$ cat src/u8u16_pkg.sv
// Shared types, constants and decode functions of the UTF-8 to UTF-16 transcoder.
`default_nettype none

package u8u16_pkg;

  // Field widths
  localparam int unsigned BYTE_W  = 8;
  localparam int unsigned UNIT_W  = 21;
  localparam int unsigned COUNT_W = 2;

  // Stream and register port widths
  localparam int unsigned S_DATA_W = 8;
  localparam int unsigned M_DATA_W = 24;
  localparam int unsigned APB_DW   = 32;
  localparam int unsigned APB_AW   = 2;

  // Register byte addresses
  localparam logic [APB_AW-1:0] REG_EMIT_UTF32 = 2'd0;

  // Sequence lengths opened by a lead byte
  localparam logic [2:0] LEN_NONE  = 3'd0;
  localparam logic [2:0] LEN_ONE   = 3'd1;
  localparam logic [2:0] LEN_TWO   = 3'd2;
  localparam logic [2:0] LEN_THREE = 3'd3;
  localparam logic [2:0] LEN_FOUR  = 3'd4;

  // Surrogate and plane constants
  localparam logic [UNIT_W-1:0] PLANE1_BASE = 21'h10000;
  localparam logic [15:0]       HI_SURR     = 16'hD800;
  localparam logic [5:0]        LO_SURR_TOP = 6'b110111;

  // Commands from the controller to the datapath
  typedef struct packed {
    logic load;
    logic pop;
  } u8u16_cmd_t;

  // Status from the datapath to the controller
  typedef struct packed {
    logic [COUNT_W-1:0] load_count;
    logic [COUNT_W-1:0] units_left;
  } u8u16_status_t;

  // Length of the sequence a lead byte opens, LEN_NONE for an invalid lead
  function automatic logic [2:0] lead_len(input logic [BYTE_W-1:0] b);
    logic [2:0] n;
    if (b[7] == 1'b0) begin
      n = LEN_ONE;
    end else if (b[7:5] == 3'b110) begin
      n = LEN_TWO;
    end else if (b[7:4] == 4'b1110) begin
      n = LEN_THREE;
    end else if (b[7:3] == 5'b11110) begin
      n = LEN_FOUR;
    end else begin
      n = LEN_NONE;
    end
    return n;
  endfunction

  // Payload bits of a lead byte for a sequence of the given length
  function automatic logic [UNIT_W-1:0] lead_bits(input logic [BYTE_W-1:0] b,
                                                  input logic [2:0] n);
    logic [UNIT_W-1:0] v;
    unique case (n)
      LEN_ONE:   v = {14'd0, b[6:0]};
      LEN_TWO:   v = {16'd0, b[4:0]};
      LEN_THREE: v = {17'd0, b[3:0]};
      default:   v = {18'd0, b[2:0]};
    endcase
    return v;
  endfunction

endpackage

`default_nettype wire

$ cat src/u8u16_ctrl.sv
// Controller state machine: takes one byte word, then sends its code unit words.
`default_nettype none

module u8u16_ctrl
  import u8u16_pkg::*;
(
  input  wire logic          clk,
  input  wire logic          rst,
  input  wire logic          s_tvalid,
  output logic               s_tready,
  output logic               m_tvalid,
  input  wire logic          m_tready,
  input  wire u8u16_status_t status,
  output u8u16_cmd_t         cmd
);

  typedef enum logic {
    ST_IDLE,
    ST_SEND
  } state_t;

  state_t state;

  // Load on an accepted byte, drop the head unit on an accepted unit
  assign cmd.load = s_tvalid & s_tready;
  assign cmd.pop  = m_tvalid & m_tready;

  // Hold state and the handshake outputs
  always_ff @(posedge clk) begin
    if (rst) begin
      state    <= ST_IDLE;
      s_tready <= 1'b0;
      m_tvalid <= 1'b0;
    end else begin
      unique case (state)
        ST_IDLE: begin
          if (cmd.load && (status.load_count != '0)) begin
            state    <= ST_SEND;
            s_tready <= 1'b0;
            m_tvalid <= 1'b1;
          end else begin
            s_tready <= 1'b1;
          end
        end
        ST_SEND: begin
          if (m_tready && (status.units_left == 2'd1)) begin
            state    <= ST_IDLE;
            m_tvalid <= 1'b0;
            s_tready <= 1'b1;
          end
        end
        default: begin
          state <= ST_IDLE;
        end
      endcase
    end
  end

endmodule

`default_nettype wire

$ cat src/u8u16_datapath.sv
// Datapath: sequence decode state, end-of-string replay and the unit buffer.
`default_nettype none

module u8u16_datapath
  import u8u16_pkg::*;
(
  input  wire logic              clk,
  input  wire logic              rst,
  input  wire logic              emit_utf32,
  input  wire logic [BYTE_W-1:0] in_byte,
  input  wire logic              last_byte,
  input  wire u8u16_cmd_t        cmd,
  output u8u16_status_t          status,
  output logic [UNIT_W-1:0]      code_unit,
  output logic                   last_of_run
);

  // Decode state
  logic [1:0]         bytes_needed, bytes_needed_next;
  logic [UNIT_W-1:0]  code_accum, code_accum_next;
  logic [1:0]         held_count, held_count_next;
  logic [BYTE_W-1:0]  held0;
  logic               held0_we;

  // Unit buffer
  logic [UNIT_W-1:0]  unit0, unit1, unit0_next, unit1_next;
  logic [COUNT_W-1:0] units_left;
  logic [COUNT_W-1:0] load_count;

  logic [2:0]         lead_n;
  logic [UNIT_W-1:0]  accum_shift;
  logic               emit_en;
  logic [UNIT_W-1:0]  emit_cp;
  logic [UNIT_W-1:0]  surr_r;
  logic [15:0]        surr_hi;
  logic               replay_en;
  logic [BYTE_W-1:0]  rp_b0;
  logic               rp_two;
  logic [2:0]         rp_n0;
  logic               rp_a_en, rp_b_en;
  logic [UNIT_W-1:0]  rp_a, rp_b;

  assign lead_n      = lead_len(in_byte);
  assign accum_shift = {code_accum[UNIT_W-7:0], in_byte[5:0]};

  // Advance the sequence state for the incoming byte
  always_comb begin
    bytes_needed_next = bytes_needed;
    code_accum_next   = code_accum;
    held_count_next   = held_count;
    held0_we          = 1'b0;
    emit_en           = 1'b0;
    emit_cp           = accum_shift;
    if (bytes_needed == 2'd0) begin
      if (lead_n == LEN_ONE) begin
        emit_en = 1'b1;
        emit_cp = {13'd0, in_byte};
      end else if (lead_n != LEN_NONE) begin
        code_accum_next   = lead_bits(in_byte, lead_n);
        bytes_needed_next = lead_n[1:0] - 2'd1;
        held_count_next   = 2'd0;
      end
    end else begin
      code_accum_next = accum_shift;
      held0_we        = (held_count == 2'd0);
      if (held_count != 2'd3) begin
        held_count_next = held_count + 2'd1;
      end
      bytes_needed_next = bytes_needed - 2'd1;
      if (bytes_needed_next == 2'd0) begin
        emit_en         = 1'b1;
        held_count_next = 2'd0;
      end
    end
    replay_en = last_byte && (bytes_needed != 2'd0) && (bytes_needed_next != 2'd0);
    // Close any open sequence at the end of the string
    if (last_byte) begin
      bytes_needed_next = 2'd0;
      held_count_next   = 2'd0;
      code_accum_next   = '0;
    end
  end

  // Surrogate pair of the finished code point
  assign surr_r  = emit_cp - PLANE1_BASE;
  assign surr_hi = HI_SURR + {5'd0, surr_r[20:10]};

  // Replay the held bytes as fresh leads: at most two bytes, both below plane 1
  assign rp_b0  = (held_count == 2'd0) ? in_byte : held0;
  assign rp_two = (held_count != 2'd0);
  assign rp_n0  = lead_len(rp_b0);

  always_comb begin
    rp_a_en = 1'b0;
    rp_a    = {13'd0, rp_b0};
    rp_b_en = 1'b0;
    rp_b    = {13'd0, in_byte};
    if (rp_n0 == LEN_ONE) begin
      rp_a_en = 1'b1;
      rp_b_en = rp_two && (lead_n == LEN_ONE);
    end else if ((rp_n0 == LEN_TWO) && rp_two) begin
      rp_a_en = 1'b1;
      rp_a    = {10'd0, rp_b0[4:0], in_byte[5:0]};
    end else begin
      rp_b_en = rp_two && (lead_n == LEN_ONE);
    end
  end

  // Gather the units this byte causes
  always_comb begin
    load_count = 2'd0;
    unit0_next = emit_cp;
    unit1_next = '0;
    if (emit_en) begin
      if (emit_utf32 || (emit_cp < PLANE1_BASE)) begin
        load_count = 2'd1;
      end else begin
        load_count = 2'd2;
        unit0_next = {5'd0, surr_hi};
        unit1_next = {5'd0, LO_SURR_TOP, surr_r[9:0]};
      end
    end else if (replay_en) begin
      if (rp_a_en && rp_b_en) begin
        load_count = 2'd2;
        unit0_next = rp_a;
        unit1_next = rp_b;
      end else if (rp_a_en) begin
        load_count = 2'd1;
        unit0_next = rp_a;
      end else if (rp_b_en) begin
        load_count = 2'd1;
        unit0_next = rp_b;
      end
    end
  end

  // Hold the decode state
  always_ff @(posedge clk) begin
    if (rst) begin
      bytes_needed <= 2'd0;
      code_accum   <= '0;
      held_count   <= 2'd0;
    end else if (cmd.load) begin
      bytes_needed <= bytes_needed_next;
      code_accum   <= code_accum_next;
      held_count   <= held_count_next;
    end
  end

  // Held continuation byte
  always_ff @(posedge clk) begin
    if (cmd.load && held0_we) begin
      held0 <= in_byte;
    end
  end

  // Load the unit buffer, shift it on each sent word
  always_ff @(posedge clk) begin
    if (rst) begin
      units_left <= '0;
    end else if (cmd.load) begin
      units_left <= load_count;
    end else if (cmd.pop && (units_left != '0)) begin
      units_left <= units_left - 2'd1;
    end
  end

  always_ff @(posedge clk) begin
    if (cmd.load) begin
      unit0 <= unit0_next;
      unit1 <= unit1_next;
    end else if (cmd.pop) begin
      unit0 <= unit1;
    end
  end

  assign status.load_count = load_count;
  assign status.units_left = units_left;
  assign code_unit         = unit0;
  assign last_of_run       = (units_left == 2'd1);

endmodule

`default_nettype wire

$ cat src/utf8_to_utf16_transcoder.sv
// Top level of the UTF-8 to UTF-16 / UTF-32 transcoder with its register port.
//
// Input stream (s_*): one UTF-8 byte per word in s_tdata, s_tlast on the last
// byte of a string. Output stream (m_*): one code unit per word in m_tdata,
// m_tlast on the final unit caused by an input byte.
// Register emit_utf32 at byte address 0: 1 sends whole code points, 0 sends
// UTF-16 units, code points from plane 1 upwards as a surrogate pair.
// Each byte is decoded in the cycle it is taken; its units (none, one or two)
// are then sent one per cycle while the receiver is ready, from a two-entry
// buffer, the first offered in the cycle after the byte is taken. The byte
// closing a plane-1 sequence in UTF-16 mode causes two units. A byte with no
// unit does not hold off the next byte; the controller takes no new byte
// while the buffer still holds units.
// A string ending inside a sequence replays its held bytes as new leads, and
// those units leave in the same burst.
// Reset clears the decode state, the buffer and emit_utf32; s_tready rises in the
// cycle after reset falls. When the receiver stalls, the head unit holds on
// m_tdata and no further byte is accepted.
`default_nettype none

module utf8_to_utf16_transcoder
  import u8u16_pkg::*;
(
  input  wire logic                clk,
  input  wire logic                rst,
  // Byte stream
  input  wire logic                s_tvalid,
  output logic                     s_tready,
  input  wire logic [S_DATA_W-1:0] s_tdata,   // [7:0] in_byte
  input  wire logic                s_tlast,   // last_byte
  // Code unit stream
  output logic                     m_tvalid,
  input  wire logic                m_tready,
  output logic [M_DATA_W-1:0]      m_tdata,   // [20:0] code_unit, [23:21] zero
  output logic                     m_tlast,   // last_of_run
  // Register port
  input  wire logic                psel,
  input  wire logic                penable,
  input  wire logic                pwrite,
  input  wire logic [APB_AW-1:0]   paddr,
  input  wire logic [APB_DW-1:0]   pwdata,
  output logic [APB_DW-1:0]        prdata,
  output logic                     pready
);

  logic              emit_utf32;
  u8u16_cmd_t        cmd;
  u8u16_status_t     status;
  logic [UNIT_W-1:0] code_unit;

  // Register writes and reads
  assign pready = 1'b1;

  always_ff @(posedge clk) begin
    if (rst) begin
      emit_utf32 <= 1'b0;
    end else if (psel && penable && pwrite && pready && (paddr == REG_EMIT_UTF32)) begin
      emit_utf32 <= pwdata[0];
    end
  end

  assign prdata = (paddr == REG_EMIT_UTF32) ? {{(APB_DW-1){1'b0}}, emit_utf32} : '0;

  u8u16_ctrl u_ctrl (
    .clk      (clk),
    .rst      (rst),
    .s_tvalid (s_tvalid),
    .s_tready (s_tready),
    .m_tvalid (m_tvalid),
    .m_tready (m_tready),
    .status   (status),
    .cmd      (cmd)
  );

  u8u16_datapath u_datapath (
    .clk         (clk),
    .rst         (rst),
    .emit_utf32  (emit_utf32),
    .in_byte     (s_tdata),
    .last_byte   (s_tlast),
    .cmd         (cmd),
    .status      (status),
    .code_unit   (code_unit),
    .last_of_run (m_tlast)
  );

  assign m_tdata = {{(M_DATA_W-UNIT_W){1'b0}}, code_unit};

endmodule

`default_nettype wire

$ cat config.mk
export PLATFORM = sky130hd
export DESIGN_NAME = utf8_to_utf16_transcoder
export DESIGN_NICKNAME = d
export VERILOG_FILES = /design/src/u8u16_pkg.sv /design/src/u8u16_ctrl.sv /design/src/u8u16_datapath.sv /design/src/utf8_to_utf16_transcoder.sv
export SDC_FILE = /design/constraint.sdc
export NUM_CORES = 1
export LEC_CHECK = 0
export BUFFER_PORTS_ARGS = -buffer_cell sky130_fd_sc_hd__buf_4
export CORE_MARGIN = 3
export CORE_UTILIZATION = 55
export DETAILED_ROUTE_END_ITERATION = 10
export PLACE_DENSITY = 0.81
export SYNTH_ARGS = -nofsm -noshare
export SYNTH_HDL_FRONTEND = slang
export SYNTH_SLANG_ARGS = --single-unit
$ cat constraint.sdc
create_clock -name clk -period 5.4 [get_ports clk]
set_clock_uncertainty 0.1 [all_clocks]
set_input_delay 1.35 -clock clk [delete_from_list [all_inputs] [get_ports clk]]
set_output_delay 1.35 -clock clk [all_outputs]
set_load 0.01 [all_outputs]
==> flow_metrics.tcl <==
set metrics [dict create \
    viasPerCell 5.975 \
    cts_tree "yes" \
    drt-initial-drc-count 265 \
    cp_top_family "simple AND/OR/NAND/NOR gates" \
    critPathRequiredTime_ps 5570 \
    maxSlewViolCount 0 \
    syn_area_um2 3716 \
    dp_cells 470 \
    dr_wl_met3_um 602 \
    avgSynthCellArea_um2 10.15 \
    drtPass1Iterations 4 \
    fmax_mhz 272.5 \
    wl_per_cell_um 17.57 \
    die_w_um 88.20 \
    worstPathArrival_ps 3840 \
    irDropWorstVdd_uv 133.5 \
    yosysMostFrequentCell "edfxtp_1" \
    comb_power_share_pct 11.8 \
    max_slew_margin_pct 31.41 \
    stdcell_area_um2 4151 \
    outcome "completed" \
    syn_to_final_growth_pct 11.72 \
    clock_power_share_pct 40.5 \
    path_max_fanout 22 \
    synth.distinct_cells 70 \
    gr-usage-all-layers_pct 22.98 \
    num-fill-cells 538 \
    rsz0062_at_grt "no" \
    worstMarginPinSlew_ps 1020 \
    drc_errors 0 \
    post_cts_resized 0 \
    synth_top_cell_area_share_pct 32.32 \
    clockBufferDepth 2 \
    synthArstFlopShare_pct 0 \
    via_count 2904 \
    slowest_stage "nor3b_4" \
    synth_warnings 0 \
    io_pins 110 \
    postSynthCellCount 366 \
    fin_nets 463 \
    clock_sinks 65 \
    numCtsBuffers 9 \
    netlist_top_cells_area "edfxtp_1 32%, dfxtp_1 13%, buf_4 7.3%, a21oi_1 3.2%, ha_1 3.0%" \
    initial_core_util_pct 57.54 \
    hp-class "reg2reg" \
    cts-root-buf "clkbuf_8" \
    port_buffers 43 \
    place_congestion 0.8971 \
    core_um2 6459 \
    ys_seq_area_share_pct 45.79 \
    yosysTopAreaCell "edfxtp_1" \
    crit_path_max_incr_delay_ps 710 \
    pwr_density_cell_nw_per_um2 279.9 \
    cp_cell_sequence "buf_4 -> nand2_1 -> o21a_1 -> inv_1 -> ha_1 -> a31oi_2 -> nor3b_4 -> nor2_1 -> o31ai_1" \
    net-switching-power_mw 0.2913 \
    std_cell_rows 29 \
    post-cts-setup-buffer-count 0 \
    worst_setup_path_start_kind "input port" \
    grt_max_degree 36 \
    final.min_clock_period_ps 3670 \
    post-route-period-util_pct 67.97 \
    place_area_um2 3925 \
    dp_hpwl_mm 6.027 \
    n_antenna_cell 0 \
    setup_tns_ps 0 \
    worst-setup-path-type "in2reg" \
    overflow 0 \
    clk_pin_slew_ps 70 \
    top_layer_used "met4" \
    power.internal_mw 0.8707 \
    wl_met2_mm 3.983 \
    ys_seq_elements 65 \
    setup_viol 0 \
    hold_buffers 0 \
    cts_max_level 3 \
    synth_common_cells "40 x edfxtp_1, 36 x buf_4, 25 x dfxtp_1, 25 x nor2_1, 24 x a21oi_1" \
    sequentialPowerShare_pct 47.7 \
    die_height_um 88.20 \
    synth_edf_count 40 \
    path_buf_inv 2 \
    grt_pass1_vias 2681 \
    switching_share_pct 25.07 \
    hold_viol_final 0 \
    r2r_slack_ps 2750 \
    ant_nets 0 \
    maxCapViolations 0 \
    instances_no_fill 486 \
    dieArea_um2 7778 \
    yosys_most_used_dff "edfxtp_1" \
    clk_latency_ps 350 \
    drt-total-wl_mm 8.538 \
    wl_met1_mm 3.716 \
    grt_pass1_wl_mm 13.46 \
    p_leak_nw 1.550 \
    endpoint_kind "flop" \
    drive_gt1_share_pct 19.56 \
    grt_antenna_before_repair 0 \
]
## layout by cell type (no fill, tap or decap), types with 3 or more instances in the layout
cell type / count
buf_4: 45
edfxtp_1: 40
conb_1: 35
nor2_1: 25
dfxtp_1: 25
a21oi_1: 24
nand2_1: 22
o21ai_0: 14
inv_1: 12
a22o_1: 12
nand3_1: 10
clkbuf_8: 10
ha_1: 9
nor2b_1: 8
nor3_1: 7
and2_1: 7
nand4b_1: 5
nor3b_1: 5
nand3b_1: 5
a211oi_1: 4
or3_1: 3
nand2b_1: 3
a21o_1: 3
mux2_2: 3
o21ai_1: 3
o221ai_1: 3
nor4b_1: 3
a221oi_1: 3
o31ai_1: 3
## tightest hold or removal path: stages (launching register included)
cell	delay (ps)
dfxtp_1	330
o31ai_1	70
a21oi_1	60
## power groups by stage
stage               logic [mW]  registers (mW)  clock network [mW]
CTS                      0.136           0.555               0.472
global placement         0.132           0.565                   0
detailed placement       0.135           0.566                   0
global route             0.150           0.557               0.497
floorplan               0.0973           0.570                   0
finish                   0.137           0.555               0.470
## metrics by stage
stage	power, mW	hold WS, ps	worst slack, ps	utilization, %
after global placement	0.6976	373.5	1451	60.77
after global routing	1.204	429.6	1487	64.28
after CTS	1.163	400.6	1788	64.28
final	1.162	400.4	1730	64.28
after floorplan	0.6677	364.6	1975	-
after detailed placement	0.7009	390.4	1386	60.77
## layout make-up
cell class	instances	area [um2]	share of cell area, %
inverter	12	45.04	1.085
clock inverter	6	88.84	2.140
tap	77	96.34	2.321
clock buffer	10	137.6	3.315
multi-input combinational	271	1744	42.01
timing repair buffer	45	337.8	8.137
sequential	65	1702	40.99
## final timing paths
kind	startpoint	endpoint	depth (start not counted)
min	u_datapath.held_count[1]	u_datapath.held_count[1]	2
max reg2reg	u_datapath.bytes_needed[1]	u_datapath.code_unit[10]	7
min reg2reg	u_datapath.held_count[1]	u_datapath.held_count[1]	2
max	s_tdata[5]	u_datapath.units_left[1]	9
## flip-flops by register name (all words and copies together), names as in the netlist
| signal | count |
|---|---|
| u_datapath.bytes_needed | 2 |
| u_ctrl.state | 1 |
| emit_utf32 | 1 |
| u_datapath.held_count | 2 |
| u_datapath.code_accum | 15 |
| u_ctrl.m_tvalid | 1 |
| u_datapath.unit1 | 11 |
| u_datapath.code_unit | 21 |
| u_datapath.held0 | 8 |
| u_ctrl.s_tready | 1 |
| u_datapath.units_left | 2 |
## cells by family (layout without fill, tap and decap cells)
family	count (synthesis)	after routing	synth area share, %
DFF	65	65	45.79
muxes	5	5	1.448
AOI/OAI and AO/OA	100	100	19.66
adders and majority gates	9	9	3.030
other	2	35	0.2021
xor gates and xnor gates	2	2	0.4715
buffers and inverters	63	73	10.61
and+or+nand+nor	120	120	18.79
## per-layer routing
| metal | vias up | track usage (%) |
|---|---|---|
| met5 | - | 0 |
| met4 | 0 | 9.615 |
| met3 | 24 | 7.338 |
| met2 | 131 | 35.15 |
| met1 | 1372 | 30.09 |
| li1 | 1377 | - |
Power figures use the tool's default switching activity.
